$ cat config.mk
export PLATFORM = sky130hd
export DESIGN_NAME = touch_gesture_classifier
export DESIGN_NICKNAME = d
export VERILOG_FILES = /design/src/design/tgc_pkg.sv /design/src/design/touch_gesture_classifier.sv /design/src/design/tgc_cfg_regs.sv /design/src/design/tgc_core.sv
export SDC_FILE = /design/constraint.sdc
export NUM_CORES = 2
export LEC_CHECK = 0
export BUFFER_PORTS_ARGS = -buffer_cell sky130_fd_sc_hd__buf_4
export CAP_MARGIN = 25
export CORE_MARGIN = 1.5
export CORE_UTILIZATION = 55
export CTS_CLUSTER_SIZE = 25
export DETAILED_ROUTE_END_ITERATION = 12
export PLACE_DENSITY = 0.76
export SLEW_MARGIN = 20
export SYNTH_ARGS = -nofsm -noshare
export SYNTH_HDL_FRONTEND = slang
export SYNTH_SLANG_ARGS = --single-unit
$ cat constraint.sdc
create_clock -name clk -period 12.3 [get_ports clk]
set_clock_uncertainty 0.2 [all_clocks]
set_input_delay 3.075 -clock clk [delete_from_list [all_inputs] [get_ports clk]]
set_output_delay 3.075 -clock clk [all_outputs]
set_load 0.1 [all_outputs]
$ cat src/design/tgc_pkg.sv
// Shared types, widths and codes for the touch gesture classifier.
// No dependencies; imported by every design file.
package tgc_pkg;

    localparam int COORD_BITS    = 12;
    localparam int TIME_BITS     = 32;
    localparam int MODE_BITS     = 3;
    localparam int KIND_BITS     = 3;
    localparam int SLOP_BITS     = 12;
    localparam int MS_BITS       = 16;
    localparam int APB_ADDR_BITS = 4;
    localparam int APB_DATA_BITS = 32;
    localparam int REG_IDX_BITS  = 2;
    localparam int SPAN_BITS     = 2 * COORD_BITS + 1;
    localparam int SQ_CFG_BITS   = 2 * SLOP_BITS;
    localparam int CMP_BITS      = (SPAN_BITS > SQ_CFG_BITS) ? SPAN_BITS : SQ_CFG_BITS;

    localparam logic [SLOP_BITS-1:0] TAP_SLOP_RESET   = SLOP_BITS'(20);
    localparam logic [MS_BITS-1:0]   LONG_PRESS_RESET = MS_BITS'(500);
    localparam logic [MS_BITS-1:0]   SWIPE_MAX_RESET  = MS_BITS'(800);
    localparam logic [SLOP_BITS-1:0] SWIPE_MIN_RESET  = SLOP_BITS'(60);

    typedef enum logic [MODE_BITS-1:0] {
        MODE_DOWN   = 3'd0,
        MODE_MOVE   = 3'd1,
        MODE_UP     = 3'd2,
        MODE_CANCEL = 3'd3,
        MODE_KEY    = 3'd4,
        MODE_TICK   = 3'd5
    } tgc_mode_t;

    typedef enum logic [KIND_BITS-1:0] {
        GEST_TAP   = 3'd0,
        GEST_LONG  = 3'd1,
        GEST_LEFT  = 3'd2,
        GEST_RIGHT = 3'd3,
        GEST_UP    = 3'd4,
        GEST_DOWN  = 3'd5
    } tgc_gesture_t;

    typedef enum logic [REG_IDX_BITS-1:0] {
        REG_TAP_SLOP   = 2'd0,
        REG_LONG_PRESS = 2'd1,
        REG_SWIPE_MAX  = 2'd2,
        REG_SWIPE_MIN  = 2'd3
    } tgc_reg_t;

    typedef struct packed {
        logic [SLOP_BITS-1:0] tap_slop_px;
        logic [MS_BITS-1:0]   long_press_ms;
        logic [MS_BITS-1:0]   swipe_max_ms;
        logic [SLOP_BITS-1:0] swipe_min_px;
    } tgc_cfg_t;

    typedef struct packed {
        logic [MODE_BITS-1:0]  mode;
        logic [COORD_BITS-1:0] pos_x;
        logic [COORD_BITS-1:0] pos_y;
        logic [TIME_BITS-1:0]  time_ms;
    } tgc_event_t;

    typedef struct packed {
        logic [KIND_BITS-1:0]  gesture_kind;
        logic [COORD_BITS-1:0] start_x;
        logic [COORD_BITS-1:0] start_y;
        logic [TIME_BITS-1:0]  event_time_ms;
    } tgc_result_t;

endpackage

$ cat src/design/touch_gesture_classifier.sv
// Touch gesture classifier top level: request and result registers around the core.
// Depends on tgc_pkg, tgc_cfg_regs and tgc_core.
//
// Usage:
//   Input channel in_valid/in_stall carries one touch request (mode, pos_x, pos_y,
//   time_ms). Output channel out_valid/out_stall carries one gesture (gesture_kind,
//   start_x, start_y, event_time_ms). A request moves on a rising edge with valid
//   high and stall low. Many requests (down, move, cancel, key, quiet ticks and
//   ups) produce no gesture.
//   Path: a request is registered in the input register, classified by the core,
//   and its gesture is registered in the output register.
//   Throughput: one request per cycle while no gesture waits under out_stall; the
//   classify stage reads and updates the touch state in the same cycle it runs.
//   Stall: while a gesture waits under out_stall, one more request is taken into
//   the input register; in_stall then rises until the gesture is taken.
//   Reset: rst_n clears the touch state and both pipeline valid flags and loads the
//   register defaults (slop 20, long press 500 ms, swipe max 800 ms, swipe min 60).
//   Registers are written over the APB port at byte addresses 0, 4, 8 and 12.
module touch_gesture_classifier (
    input  logic                               clk,
    input  logic                               rst_n,
    input  logic                               in_valid,
    output logic                               in_stall,
    input  logic [tgc_pkg::MODE_BITS-1:0]      mode,
    input  logic [tgc_pkg::COORD_BITS-1:0]     pos_x,
    input  logic [tgc_pkg::COORD_BITS-1:0]     pos_y,
    input  logic [tgc_pkg::TIME_BITS-1:0]      time_ms,
    output logic                               out_valid,
    input  logic                               out_stall,
    output logic [tgc_pkg::KIND_BITS-1:0]      gesture_kind,
    output logic [tgc_pkg::COORD_BITS-1:0]     start_x,
    output logic [tgc_pkg::COORD_BITS-1:0]     start_y,
    output logic [tgc_pkg::TIME_BITS-1:0]      event_time_ms,
    input  logic                               psel,
    input  logic                               penable,
    input  logic                               pwrite,
    input  logic [tgc_pkg::APB_ADDR_BITS-1:0]  paddr,
    input  logic [tgc_pkg::APB_DATA_BITS-1:0]  pwdata,
    output logic [tgc_pkg::APB_DATA_BITS-1:0]  prdata,
    output logic                               pready
);
    import tgc_pkg::*;

    tgc_cfg_t    cfg;
    tgc_event_t  req_reg;
    logic        req_valid_reg;
    tgc_result_t out_reg;
    logic        out_valid_reg;
    tgc_result_t res;
    logic        res_fire;
    logic        advance;
    logic        core_en;

    assign advance  = !out_valid_reg || !out_stall;
    assign in_stall = req_valid_reg && !advance;
    assign core_en  = req_valid_reg && advance;

    tgc_cfg_regs u_cfg (
        .clk     (clk),
        .rst_n   (rst_n),
        .psel    (psel),
        .penable (penable),
        .pwrite  (pwrite),
        .paddr   (paddr),
        .pwdata  (pwdata),
        .prdata  (prdata),
        .pready  (pready),
        .cfg     (cfg)
    );

    tgc_core u_core (
        .clk      (clk),
        .rst_n    (rst_n),
        .cfg      (cfg),
        .evt_en   (core_en),
        .evt      (req_reg),
        .res_fire (res_fire),
        .res      (res)
    );

    always_ff @(posedge clk or negedge rst_n)
    begin
        if (!rst_n)
        begin
            req_valid_reg <= 1'b0;
            out_valid_reg <= 1'b0;
        end
        else
        begin
            if (!in_stall)
                req_valid_reg <= in_valid;
            if (advance)
                out_valid_reg <= core_en && res_fire;
        end
    end

    always_ff @(posedge clk)
    begin
        if (in_valid && !in_stall)
        begin
            req_reg.mode    <= mode;
            req_reg.pos_x   <= pos_x;
            req_reg.pos_y   <= pos_y;
            req_reg.time_ms <= time_ms;
        end
        if (core_en && res_fire)
            out_reg <= res;
    end

    assign out_valid     = out_valid_reg;
    assign gesture_kind  = out_reg.gesture_kind;
    assign start_x       = out_reg.start_x;
    assign start_y       = out_reg.start_y;
    assign event_time_ms = out_reg.event_time_ms;

endmodule

$ cat src/design/tgc_cfg_regs.sv
// APB-style configuration registers for the touch gesture classifier.
// Depends on tgc_pkg.
module tgc_cfg_regs (
    input  logic                               clk,
    input  logic                               rst_n,
    input  logic                               psel,
    input  logic                               penable,
    input  logic                               pwrite,
    input  logic [tgc_pkg::APB_ADDR_BITS-1:0]  paddr,
    input  logic [tgc_pkg::APB_DATA_BITS-1:0]  pwdata,
    output logic [tgc_pkg::APB_DATA_BITS-1:0]  prdata,
    output logic                               pready,
    output tgc_pkg::tgc_cfg_t                  cfg
);
    import tgc_pkg::*;

    tgc_cfg_t cfg_reg;
    tgc_reg_t reg_idx;
    logic     wr_en;

    assign reg_idx = tgc_reg_t'(paddr[REG_IDX_BITS+1:2]);
    assign wr_en   = psel && penable && pwrite && pready;
    assign pready  = 1'b1;
    assign cfg     = cfg_reg;

    always_ff @(posedge clk or negedge rst_n)
    begin
        if (!rst_n)
        begin
            cfg_reg.tap_slop_px   <= TAP_SLOP_RESET;
            cfg_reg.long_press_ms <= LONG_PRESS_RESET;
            cfg_reg.swipe_max_ms  <= SWIPE_MAX_RESET;
            cfg_reg.swipe_min_px  <= SWIPE_MIN_RESET;
        end
        else if (wr_en)
        begin
            unique case (reg_idx)
                REG_TAP_SLOP:   cfg_reg.tap_slop_px   <= pwdata[SLOP_BITS-1:0];
                REG_LONG_PRESS: cfg_reg.long_press_ms <= pwdata[MS_BITS-1:0];
                REG_SWIPE_MAX:  cfg_reg.swipe_max_ms  <= pwdata[MS_BITS-1:0];
                REG_SWIPE_MIN:  cfg_reg.swipe_min_px  <= pwdata[SLOP_BITS-1:0];
                default:        ;
            endcase
        end
    end

    always_comb
    begin
        unique case (reg_idx)
            REG_TAP_SLOP:   prdata = APB_DATA_BITS'(cfg_reg.tap_slop_px);
            REG_LONG_PRESS: prdata = APB_DATA_BITS'(cfg_reg.long_press_ms);
            REG_SWIPE_MAX:  prdata = APB_DATA_BITS'(cfg_reg.swipe_max_ms);
            REG_SWIPE_MIN:  prdata = APB_DATA_BITS'(cfg_reg.swipe_min_px);
            default:        prdata = '0;
        endcase
    end

endmodule

$ cat src/design/tgc_core.sv
// Touch state and gesture classification for one registered request.
// Depends on tgc_pkg.
module tgc_core (
    input  logic                  clk,
    input  logic                  rst_n,
    input  tgc_pkg::tgc_cfg_t     cfg,
    input  logic                  evt_en,
    input  tgc_pkg::tgc_event_t   evt,
    output logic                  res_fire,
    output tgc_pkg::tgc_result_t  res
);
    import tgc_pkg::*;

    logic                  pressed_reg, pressed_next;
    logic                  left_slop_reg, left_slop_next;
    logic                  long_rep_reg, long_rep_next;
    logic [COORD_BITS-1:0] origin_x_reg, origin_x_next;
    logic [COORD_BITS-1:0] origin_y_reg, origin_y_next;
    logic [TIME_BITS-1:0]  origin_t_reg, origin_t_next;

    logic signed [COORD_BITS:0] dx, dy;
    logic [COORD_BITS-1:0]      adx, ady;
    logic [2*COORD_BITS-1:0]    sq_x, sq_y;
    logic [SPAN_BITS-1:0]       span;
    logic [SQ_CFG_BITS-1:0]     slop_sq, min_sq;
    logic                       outside, too_short;
    logic                       t_before, long_due, tick_due, too_slow;
    logic [TIME_BITS-1:0]       diff, held;
    logic                       moved;
    tgc_gesture_t               kind;

    // geometry relative to the touch origin
    assign dx   = $signed({1'b0, evt.pos_x}) - $signed({1'b0, origin_x_reg});
    assign dy   = $signed({1'b0, evt.pos_y}) - $signed({1'b0, origin_y_reg});
    assign adx  = dx[COORD_BITS] ? COORD_BITS'(-dx) : COORD_BITS'(dx);
    assign ady  = dy[COORD_BITS] ? COORD_BITS'(-dy) : COORD_BITS'(dy);
    assign sq_x = adx * adx;
    assign sq_y = ady * ady;
    assign span = SPAN_BITS'(sq_x) + SPAN_BITS'(sq_y);

    assign slop_sq   = cfg.tap_slop_px * cfg.tap_slop_px;
    assign min_sq    = cfg.swipe_min_px * cfg.swipe_min_px;
    assign outside   = CMP_BITS'(span) > CMP_BITS'(slop_sq);
    assign too_short = CMP_BITS'(span) < CMP_BITS'(min_sq);

    // hold time
    assign t_before = evt.time_ms < origin_t_reg;
    assign diff     = evt.time_ms - origin_t_reg;
    assign held     = t_before ? '0 : diff;
    assign long_due = held >= TIME_BITS'(cfg.long_press_ms);
    assign tick_due = !t_before && long_due;
    assign too_slow = held > TIME_BITS'(cfg.swipe_max_ms);
    assign moved    = left_slop_reg || outside;

    always_comb
    begin
        if (adx >= ady)
            kind = dx[COORD_BITS] ? GEST_LEFT : GEST_RIGHT;
        else
            kind = dy[COORD_BITS] ? GEST_UP : GEST_DOWN;
    end

    always_comb
    begin
        pressed_next   = pressed_reg;
        left_slop_next = left_slop_reg;
        long_rep_next  = long_rep_reg;
        origin_x_next  = origin_x_reg;
        origin_y_next  = origin_y_reg;
        origin_t_next  = origin_t_reg;
        res_fire       = 1'b0;
        res.gesture_kind  = GEST_TAP;
        res.start_x       = origin_x_reg;
        res.start_y       = origin_y_reg;
        res.event_time_ms = evt.time_ms;

        if (evt_en)
        begin
            unique case (evt.mode)
                MODE_DOWN:
                begin
                    pressed_next   = 1'b1;
                    left_slop_next = 1'b0;
                    long_rep_next  = 1'b0;
                    origin_x_next  = evt.pos_x;
                    origin_y_next  = evt.pos_y;
                    origin_t_next  = evt.time_ms;
                end
                MODE_MOVE:
                begin
                    if (pressed_reg && outside)
                        left_slop_next = 1'b1;
                end
                MODE_UP:
                begin
                    if (pressed_reg)
                    begin
                        pressed_next = 1'b0;
                        if (!long_rep_reg)
                        begin
                            left_slop_next = moved;
                            if (!moved)
                            begin
                                res_fire         = 1'b1;
                                res.gesture_kind = long_due ? GEST_LONG : GEST_TAP;
                            end
                            else if (!too_slow && !too_short)
                            begin
                                res_fire         = 1'b1;
                                res.gesture_kind = kind;
                            end
                        end
                    end
                end
                MODE_CANCEL:
                    pressed_next = 1'b0;
                MODE_TICK:
                begin
                    if (pressed_reg && !left_slop_reg && !long_rep_reg && tick_due)
                    begin
                        long_rep_next    = 1'b1;
                        res_fire         = 1'b1;
                        res.gesture_kind = GEST_LONG;
                    end
                end
                default: ;  // key and unused codes
            endcase
        end
    end

    always_ff @(posedge clk or negedge rst_n)
    begin
        if (!rst_n)
        begin
            pressed_reg   <= 1'b0;
            left_slop_reg <= 1'b0;
            long_rep_reg  <= 1'b0;
            origin_x_reg  <= '0;
            origin_y_reg  <= '0;
            origin_t_reg  <= '0;
        end
        else
        begin
            pressed_reg   <= pressed_next;
            left_slop_reg <= left_slop_next;
            long_rep_reg  <= long_rep_next;
            origin_x_reg  <= origin_x_next;
            origin_y_reg  <= origin_y_next;
            origin_t_reg  <= origin_t_next;
        end
    end

endmodule

### Yosys cells after proc, flatten, opt, wreduce, memory -nomap -nowiden

Index checks and enable logic that the tools add are counted.

* word-level logic and storage cells: 112
* output and inout bits: 94
* register bits after elaboration: 235
* input bits: 102

* reduce and logical (&&, ||, !) cells: 37
* magnitude comparators: 6
* multiply operators: 4
* $add $sub $neg: 6
* equal/unequal tests: 11
* muxes and demuxes: 28

Operator list (number)
* $pmux 32 s4: 1
* $mul 12x12->24: 4
* $ge 32x16->1: 1
* $gt 32x16->1: 1
* $lt 32x32->1: 1
* $mux 32: 1
* $sub 32x32->32: 1
* $sub 12x12->13: 2
* $add 24x24->25: 1
* $gt 25x24->1: 1
* $lt 25x24->1: 1
* $mux 12: 2
* $neg 12->12: 2
* $mux 3: 5
* $mux 1: 14
* $ge 12x12->1: 1
* $logic_and 1x1->1: 12
* $reduce_and 2->1: 6
* $logic_not 1->1: 9
* $eq 3x2->1 const B: 2
* $ne 2x1->1 const B: 3
* $pmux 1 s2: 3
* $pmux 3 s2: 1
* $reduce_and 5->1: 1
* 13 further kinds: 16

### Longest topological paths before layout

* word-level depth: 15
* depth in mapped cells: 50
* depth with buffers taken out: 49

### Cells and area by module

From an unflattened synthesis, not the netlist that was laid out.

* cells, all modules: 2997
* area, all modules: 29654.7 um^2

By module, submodules not included
* tgc_core: area an instance 23333.6 um^2, cells each 2705, instances 1, seq. area each 1476.4 um^2
* touch_gesture_classifier: area an instance 3642.2 um^2, cells each 129, instances 1, seq. area each 3593.4 um^2
* tgc_cfg_regs: area an instance 2678.8 um^2, cells each 163, instances 1, seq. area each 1420.1 um^2

### Worst setup path after synthesis

Ideal clock, no wire load.

* path type: reg2reg
* start point: register req_reg[32] (netlist bit)
* end point: register out_reg, in the netlist event_time_ms[0] (enable)
* arrival time: 11.394 ns
* required time: 11.682 ns
* setup time: 0.418 ns
* path buffers: 1
* stages on the path, launching flop included: 45
* path slack: 0.288 ns
* clock period less this slack: 12.012 ns
* path through: edfxtp_1 > inv_1 > ha_1 > inv_1 > fa_1 > a21o_1 > a21oi_1 > xnor2_1 > or3_4 > or4_1 > nor2b_1 > xnor2_1 > buf_2 > nor2_1 > fa_1 > inv_1 > fa_1 > inv_1 > (+9 left out) > a211oi_1 > o31a_1 > nor4_1 > nor3_1 > a32oi_1 > nand2b_1 > xor2_1 > ha_1 > nand4_1 > nor3b_1 > nand3_1 > o21ai_0 > o22ai_1 > o21a_1 > nor4b_4 > and2_1 > nor2_1 > nand2_1

* longest elaborated chain between the ends: 15
* elaborated cells on any way between the ends: 17
* those cells by class: add/sub (3); mul (1); order compare (2); mux (7); reduce/logical (4)

Ends and longest elaborated chain
* start, declared: RTL line touch_gesture_classifier.sv:45 `tgc_event_t req_reg;`
* $sub 12x12->13 *: RTL line tgc_core.sv:34 `assign dy = $signed({1'b0, evt.pos_y}) - $signed({1'b0, origin_y_reg});`
* $neg 12->12: RTL line tgc_core.sv:36 `assign ady = dy[COORD_BITS] ? COORD_BITS'(-dy) : COORD_BITS'(dy);`
* $mux 12 *: RTL line tgc_core.sv:36
* $mul 12x12->24 *: RTL line tgc_core.sv:38 `assign sq_y = ady * ady;`
* $add 24x24->25 *: RTL line tgc_core.sv:39 `assign span = SPAN_BITS'(sq_x) + SPAN_BITS'(sq_y);`
* $lt 25x24->1: RTL line tgc_core.sv:44 `assign too_short = CMP_BITS'(span) < CMP_BITS'(min_sq);`
* $logic_not 1->1: RTL line tgc_core.sv:107 `else if (!too_slow && !too_short)`
* $logic_and 1x1->1: RTL line tgc_core.sv:107
* $mux 1: RTL line tgc_core.sv:107
* $mux 1 *: RTL line tgc_core.sv:102 `if (!moved)`
* $mux 1 *: RTL line tgc_core.sv:99 `if (!long_rep_reg)`
* $mux 1 *: RTL line tgc_core.sv:96 `if (pressed_reg)`
* $pmux 1 s2 *: RTL line tgc_core.sv:79 `unique case (evt.mode)`
* $mux 1 *: RTL line tgc_core.sv:77 `if (evt_en)`
* $logic_and 1x1->1 *: RTL line touch_gesture_classifier.sv:106 `if (core_en && res_fire)`
* end signal, assigned: RTL line touch_gesture_classifier.sv:107 `out_reg <= res;`
* end, declared: RTL line touch_gesture_classifier.sv:47 `tgc_result_t out_reg;`

Every way passes the cells marked *; elsewhere a longest branch is shown, timed or not.
A chain may end at the register's enable or synchronous reset.

### Worst setup path after layout

* start point: register req_reg[32] (netlist bit)
* end point: register out_reg, in the netlist event_time_ms[10] (enable)

The elaborated chain is that of the path after synthesis.

==> metrics.md <==
| Metric | Value |
|---|---|
| Worst-Margin Slew | 881 ps |
| Clk Latency, worst-skew pair | 540 ps |
| Final setup fails | 0 |
| Mapped Cells | 2,967 |
| Commonest cells after routing, fill and taps aside | inv_1 (553), ha_1 (363), fa_1 (359) |
| Number of synthesis warnings | 0 |
| Diode count | 0 |
| Core ar. | 0.0524 mm^2 |
| Vias in the first global route | 22,600 |
| Post-Route WL | 65.5 mm |
| Max incr delay on CP | 610 ps |
| Critical path's most frequent cell | fa_1 |
| Initial Util | 0.554 |
| Most common cell after layout, fill and taps aside | inv_1 |
| RePlAce Congestion | 0.926 |
| Rows | 84 |
| IO Pins | 196 |
| First DRT Iteration DRCs | 1,068 |
| Vias post-DR | 21,300 |
| Final Max Tran Viols | 0 |
| Max Cap Violations | 0 |
| Die span in x | 233 um |
| Global-route wire length before repair | 108 mm |
| Crit path time final | 11,800 ps |
| Largest net degree at the start of global routing | 88 |
| Root buffer cell | clkbuf_16 |
| Slew HR | 0.398 |
| Synth-to-Final Area Change | 11.3% |
| Share of cells above drive strength 1 | 0.129 |
| Gr usage total | 0.246 |
| H-tree depth | 1 |
| Number of synthesized register bits | 235 |
| Crit. End Element | flop |
| Post-route ant nets | 0 |
| Final hold vios | 0 |
| DRC viols | 0 |
| TNS Setup | 0 ps |
| Worst-path clk slew | 70 ps |
| Period utilization | 0.959 |
| Largest register FFs | 59 |
| TritonCTS clock tree | built |
| CP Max Fanout | 10 |
| GR Overflow Total | 0 |
| Max frequency | 0.0848 GHz |
| Post-synth design cell area | 0.0291 mm^2 |
| Total Die Area | 0.0543 mm^2 |
| Drt pass-1 iters | 5 |
| HP Class | reg -> reg |
| Routed len/inst | 17.0 um |
| Crit path launch type | flop |
| Clock Tree Buf Depth | 3 |
| NumNets Final | 3,975 |
| Status | complete, no violations |
| Avg Inst Size Synth | 9.80 um^2 |
| Post-synth EDFFs | 118 |
| DR vias/cell | 5.52 |
| Worst EP required | 12,330 ps |
| Initial antenna violation count | 2 |
| PortBufs | 160 |
| Setup repair after global routing missed its margin | no |
| Prevailing post-synth register cell | edfxtp_1 |
| Critical path arrival | 11,830 ps |
| CP max-delay cell | fa_1 |
| Ys async rst share | 0.498 |
| Post-DP HPWL | 53.1 mm |
| Die Height | 233 um |
| Sequential area share after synthesis | 0.223 |
| Sink Count | 235 |
| Synth unique cells | 93 |
| Critical path type | reg -> reg |
| Num CTS Buffers | 23 |
## kinds of logic after synthesis
| kind of cell | after synthesis | share of synthesized area |
|---|---|---|
| mux | 47 | 0.0226 |
| flops | 235 | 0.223 |
| simple gates | 711 | 0.120 |
| other cells | 2 | 0.000258 |
| compound gates | 469 | 0.104 |
| buf+inv | 647 | 0.0859 |
| fa+ha+maj | 725 | 0.405 |
| xor+xnor | 131 | 0.0397 |
## cells in the mapped netlist, drive strengths merged (22+ instances only)
library cell  number  area [um^2]
a21oi            114          582
nand3             24          120
nor3              26          151
a21o              48          360
and2             109          682
dfrtp            102         2550
nand2            204          766
buf               27          170
clkbuf            66          248
inv              554         2080
xor2              49          429
ha               365         4570
edfxtp           118         3540
mux2              30          338
xnor2             82          726
nor2             202          763
o21ai            156          781
nor2b             22          138
fa               359         7190
nand2b            34          213
## layout make-up
cell class | count | area (um^2)
well taps | 688 | 861
multi-input cells | 2101 | 20300
flip-flops and latches | 235 | 6490
clock buffers | 27 | 611
fillers | 4176 | 20100
inverters | 554 | 2080
clock inverters | 14 | 160
repair buffers | 234 | 1870
## per-layer routing
| layer | GRT usage | up-vias | wire (um) |
|---|---|---|---|
| met1 | 0.304 | 10600 | 26400 |
| met4 | 0.0748 | 4 | 1990 |
| met3 | 0.0381 | 131 | 3740 |
| li1 | - | 10000 | - |
| met5 | 0 | - | 29 |
| met2 | 0.441 | 555 | 33400 |
## worst max-delay path: cells and delay by family, from the launching register on
kind / cells / cell delay (ps)
flip-flops: 1 / 390
buffers and inverters: 7 / 660
AND/OR/NAND/NOR: 16 / 3220
AO/OA/AOI/OAI: 9 / 1630
adder cells (fa/ha/maj): 11 / 4840
XOR/XNOR: 3 / 540
## worst paths after layout
kind                                                         start                                  to  slack [ps]  depth (start not counted)
worst max-delay path                         req_reg[32]$_DFFE_PP_         event_time_ms[10]$_DFFE_PP_         500                         46
worst min-delay path            u_core.origin_x_reg[9]$_DFFE_PN0P_                start_x[9]$_DFFE_PP_         250                          0
worst max register to register               req_reg[32]$_DFFE_PP_         event_time_ms[10]$_DFFE_PP_         500                         46
worst min register to register  u_core.origin_x_reg[9]$_DFFE_PN0P_                start_x[9]$_DFFE_PP_         250                          0
max in group asynchronous                                    rst_n           u_cfg.cfg[48]$_DFFE_PN1P_        8320                          3
min in group asynchronous                                    rst_n  u_core.origin_y_reg[1]$_DFFE_PN0P_        2380                          1
## metrics by stage
stage,cells,util,area [um^2],hold WS [ps],worst slack [ps]
after floorplan,2982,-,29100,225,288
after global placement,3798,0.596,31300,228,348
after detailed placement,3798,0.596,31300,232,155
after CTS,3839,0.611,32000,245,101
after global routing,3853,0.617,32400,251,29.9
final,3853,0.617,32400,250,504
## what timing repair did
| item | 4_1_cts | 5_1_grt |
|---|---|---|
| setup endpoints to repair | 0 | 63 |
| endpoints found under the hold margin | 0 | 0 |
| setup buffers | 0 | 4 |
| hold buffers | 0 | 0 |
| gates resized for setup | 0 | 26 |
Power is left out: the tool's default activity adds up to more than one toggle a clock period on the data nets, which glitch-free logic cannot reach.
